[src/rtl/bfi_div.sv]
// Pipelined restoring divider, one quotient bit per stage.
module bfi_div #(
    parameter int NW = 53,
    parameter int DW = 43,
    parameter int QB = 11
) (
    input  logic          i_clk,
    input  logic          i_ce,
    input  logic [NW-1:0] i_num,
    input  logic [DW-1:0] i_den,
    output logic [QB-1:0] o_quo
);

    logic [NW-1:0] r_rem [QB];
    logic [DW-1:0] r_den [QB];
    logic [QB-1:0] r_quo [QB];
    logic [NW-1:0] n_rem [QB];
    logic [QB-1:0] n_quo [QB];

    // {quotient bit, remainder after trial subtract}
    function automatic logic [NW:0] div_step(input logic [NW-1:0] rem,
                                             input logic [DW-1:0] den,
                                             input int            sh);
        logic [NW+QB-1:0] trial;
        logic             ge;
        trial = (NW+QB)'(den) << sh;
        ge    = ((NW+QB)'(rem) >= trial);
        return {ge, ge ? (rem - trial[NW-1:0]) : rem};
    endfunction

    always_comb begin
        logic [NW:0] s;
        s        = div_step(i_num, i_den, QB - 1);
        n_rem[0] = s[NW-1:0];
        n_quo[0] = QB'(s[NW]);
        for (int i = 1; i < QB; i++) begin
            s        = div_step(r_rem[i-1], r_den[i-1], QB - 1 - i);
            n_rem[i] = s[NW-1:0];
            n_quo[i] = {r_quo[i-1][QB-2:0], s[NW]};
        end
    end

    always_ff @(posedge i_clk) begin
        if (i_ce) begin
            r_den[0] <= i_den;
            for (int i = 1; i < QB; i++) begin
                r_den[i] <= r_den[i-1];
            end
            for (int i = 0; i < QB; i++) begin
                r_rem[i] <= n_rem[i];
                r_quo[i] <= n_quo[i];
            end
        end
    end

    assign o_quo = r_quo[QB-1];

endmodule
[config.mk]
export PLATFORM = sky130hd
export DESIGN_NAME = bfi_div
export DESIGN_NICKNAME = d
export VERILOG_FILES = /design/src/rtl/bfi_div.sv
export SDC_FILE = /design/constraint.sdc
export NUM_CORES = 2
export LEC_CHECK = 0
export ABC_AREA = 1
export CAP_MARGIN = 40
export CORE_UTILIZATION = 54
export CTS_BUF_LIST = sky130_fd_sc_hd__clkbuf_16
export DETAILED_ROUTE_END_ITERATION = 7
export DONT_BUFFER_PORTS = 1
export GPL_TIMING_DRIVEN = 0
export PLACE_DENSITY_LB_ADDON = 0.12
export SYNTH_ARGS = -nofsm -noshare
export SYNTH_HDL_FRONTEND = slang
export SYNTH_SLANG_ARGS = --single-unit
[constraint.sdc]
create_clock -name i_clk -period 2.2 [get_ports i_clk]
set_input_delay 0.33 -clock i_clk [delete_from_list [all_inputs] [get_ports i_clk]]
set_output_delay 0.33 -clock i_clk [all_outputs]
set_load 0.005 [all_outputs]
==> results.py <==
metrics = {
    "status": {
        "status": "finished, violations left",
        "violations": "DRC, hold timing, setup timing",
    },
    "die": {
        "initial_core_util": 0.5450,
        "fp.dieH_um": 382.8,
        "dieArea_um2": 146500,
        "fp-row-count": 139,
        "core-area_um2": 143700,
        "pin_count": 109,
        "die_width_um": 382.8,
    },
    "routing": {
        "drt-total-wl_um": 303500,
        "vias": 78230,
        "drt_iter0_drc": 9378,
        "firstDrtPassIters": 8,
        "viasPerCell": 5.563,
        "drcViolationCount": 8,
        "wl_per_cell_um": 21.58,
        "drtAntennaViolNets": 0,
    },
    "cts": {
        "clock_tree.buffer_depth": 3,
        "numCtsBuffers": 110,
        "root_buffer": "clkbuf_16",
        "cts_sinks": 1026,
        "insertion_delay_ns": 0.77,
        "htreeDepth": 3,
        "cts_tree": "yes",
        "cts_hold_buffers": 95,
        "path_clk_slew_ns": 0.06,
    },
    "critical_path": {
        "criticalPathCategory": "register to register",
        "critical_path_buf_inv_count": 3,
        "cp_common_cell": "nand2_1",
        "critPathMaxFanout": 7,
        "cpPeakStageDelay_ns": 0.48,
        "r2r-start": "r_rem[0][10]",
        "slowest_stage": "edfxtp_1",
        "crit_required_ns": 2.67,
        "cp_top_family": "simple AND/OR/NAND/NOR gates",
        "r2r_cells": 13,
        "worstPathArrival_ns": 3.21,
        "cp-start-kind": "register",
        "r2r-end": "r_rem[1][21]",
        "critical_path.cell_chain": "ha_1 -> nand2_2 -> inv_2 -> nand2_1 -> nor3_2 -> nand4_1 -> nor2_4 -> nor2_4 -> nand2_8 -> clkinv_8 -> clkbuf_16 -> nand2_1 -> nand2_1",
        "end_kind": "register",
        "r2r_slack_ns": -0.55,
    },
    "synthesis": {
        "yosysSeqAreaShare": 0.3935,
        "ys_ff_latch": 1026,
        "synth.most_common_cell": "nand2_1",
        "synth_cell_type_count": 51,
        "synth_nets": 11720,
        "netlist_area_um2": 78290,
        "netlist_top_cells_count": "nand2_1, inv_1, edfxtp_1",
        "ys_warn_count": 0,
        "synth_top_area_frac": 0.3935,
        "synth_edf_count": 1026,
        "synthTopCellsByArea": "edfxtp_1, nand2_1, inv_1",
        "post_synth.cell_area_avg_um2": 7.030,
        "synth-main-ff-cell": "edfxtp_1",
        "synth-async-reset-ratio": 0,
        "yosysTopAreaCell": "edfxtp_1",
        "synthCells": 11140,
    },
    "timing": {
        "slew_viol_final": 0,
        "slew_headroom": 0.03485,
        "rsz0062_at_grt": "true",
        "fmax_mhz": 363.9,
        "finalSetupViolations": 462,
        "fin_worst_skew_ns": 0.07752,
        "post-route-period-util": 1.249,
        "fin_crit_ns": 2.748,
        "hold_viol_final": 137,
        "hold_ws_ns": -0.3256,
        "postLayoutSetupSlackWorst_ns": -0.5477,
        "tightestPinTransition_ns": 1.448,
    },
    "global_routing": {
        "grt_pass1_vias": 69040,
        "grt_pass1_wl_um": 417200,
        "grt_max_degree": 1027,
        "grt_overflow": 0,
        "antenna_found_initial": 9,
        "track_usage": 0.3796,
    },
    "finish": {
        "finalNonFillerCells": 14060,
        "syn_to_final_growth_pct": 29.41,
        "drive_gt1_frac": 0.2169,
        "n_fill_cell": 11350,
        "final_area_um2": 101300,
        "nNetsFinal": 12650,
    },
    "place": {
        "placed_area_um2": 80760,
        "place.port_buffers": 0,
        "dp_hpwl_um": 226100,
        "gp_congestion": 1.038,
        "dp_cells": 13040,
    },
    "worst_hold_path": {
        "hold_class": "input port to register",
        "min_to": "r_quo[9][6]",
        "min_from": "i_ce",
        "min_path_cells": 0,
    },
    "pwr": {
        "power_leakage_nw": 49.07,
        "ir_drop_mv": 1.052,
        "power-per-cell-area_nw_per_um2": 1256,
    },
    "job": {
        "drv_cap": 0,
    },
}
## power by group
group | switching [mW] | total, mW | internal [mW] | leakage, nW
registers | 5.68 | 34.1 | 28.5 | 9.98
clock network | 8.28 | 19.4 | 11.1 | 1.84
logic | 45.2 | 73.7 | 28.5 | 37.2
## how the worst max path moves through the flow
stage | startpoint | end | slack (ns) | cells past startpoint
floorplan | r_rem[4][5] | r_rem[5][14] | -0.06 | 16
global placement | r_den[4][41] | r_rem[5][43] | -1.26 | 11
detailed placement | r_den[4][41] | r_rem[5][47] | -1.22 | 11
CTS | r_rem[4][5] | r_rem[5][48] | -0.42 | 17
global route | r_rem[0][10] | r_rem[1][12] | -0.54 | 13
finish | r_rem[0][10] | r_rem[1][21] | -0.55 | 13
## worst reg2reg max path: stages (launching register included)
cell	delay, ns
edfxtp_1	0.48
ha_1	0.37
nand2_2	0.08
inv_2	0.07
nand2_1	0.06
nor3_2	0.18
nand4_1	0.28
nor2_4	0.22
nor2_4	0.10
nand2_8	0.15
clkinv_8	0.13
clkbuf_16	0.19
nand2_1	0.06
nand2_1	0.11
## repair_timing
item	CTS	global route
hold endpoints to repair	212	148
setup buffers	259	429
pin swaps	127	349
resized for setup	768	1373
endpoints found under the setup margin	442	465
gates cloned	16	25
## cell usage in the layout (no fill, tap or decap), types with 185 or more instances in the layout
cell,Yosys,final
a21oi_1,340,293
buf_4,11,660
edfxtp_1,1026,1026
ha_4,0,331
inv_1,2390,2224
inv_2,18,185
nand2_1,4298,3749
nand2_2,11,364
nand2_4,2,191
nand3_1,575,512
nor2_1,849,646
## layout make-up
cell class / count / area [um^2] / share of cell area
repair buffers: 822 / 7308 / 0.07213
plain buffers: 88 / 1366 / 0.01349
well taps: 1903 / 2381 / 0.02350
clock buffers: 113 / 2828 / 0.02791
flip-flops and latches: 1026 / 30810 / 0.3041
inverters: 2411 / 9104 / 0.08985
clock inverters: 85 / 915.9 / 0.009039
multi-input cells: 7612 / 46590 / 0.4598
diodes: 1 / 2.502 / 0.00002470
repair inverters: 2 / 17.52 / 0.0001729
## per-layer routing
layer	wire length, um	GRT usage
met1	119700	0.5072
met5	58	0
met2	134800	0.5991
met4	17710	0.1616
met3	31280	0.07465
## sequential cells by signal (all words and copies together) (netlist names)
register  cells
r_den       430
r_quo        66
r_rem       530
## cells by family (layout without fill, tap and decap cells)
logic type                 Yosys count  count (layout)  synth area share
buffers and inverters             2501            3521            0.1257
AOI/OAI and AO/OA                  733             733           0.05472
DFF                               1026            1026            0.3935
other                                0               1                 0
and+or+nand+nor                   6143            6145            0.3198
adders and majority gates          483             483           0.07815
xor gates and xnor gates           251             251           0.02808
## stage by stage
step | util | setup WS, ns | hold WS (ns) | setup TNS (ns) | total power [mW]
5_1_grt | 0.7053 | -0.5351 | -0.3406 | -185.39 | 133.3
6_report | 0.7053 | -0.5477 | -0.3256 | -162.42 | 127.3
3_5_place_dp | 0.5621 | -1.221 | 0.4056 | -327.88 | 86.84
3_3_place_gp | 0.5620 | -1.258 | 0.4005 | -327.62 | 86.40
2_1_floorplan | - | -0.05662 | 0.4003 | -0.9378 | 68.58
4_1_cts | 0.6390 | -0.4239 | -0.2994 | -150.57 | 112.8
No activity file was read; power rests on OpenSTA's default activity.
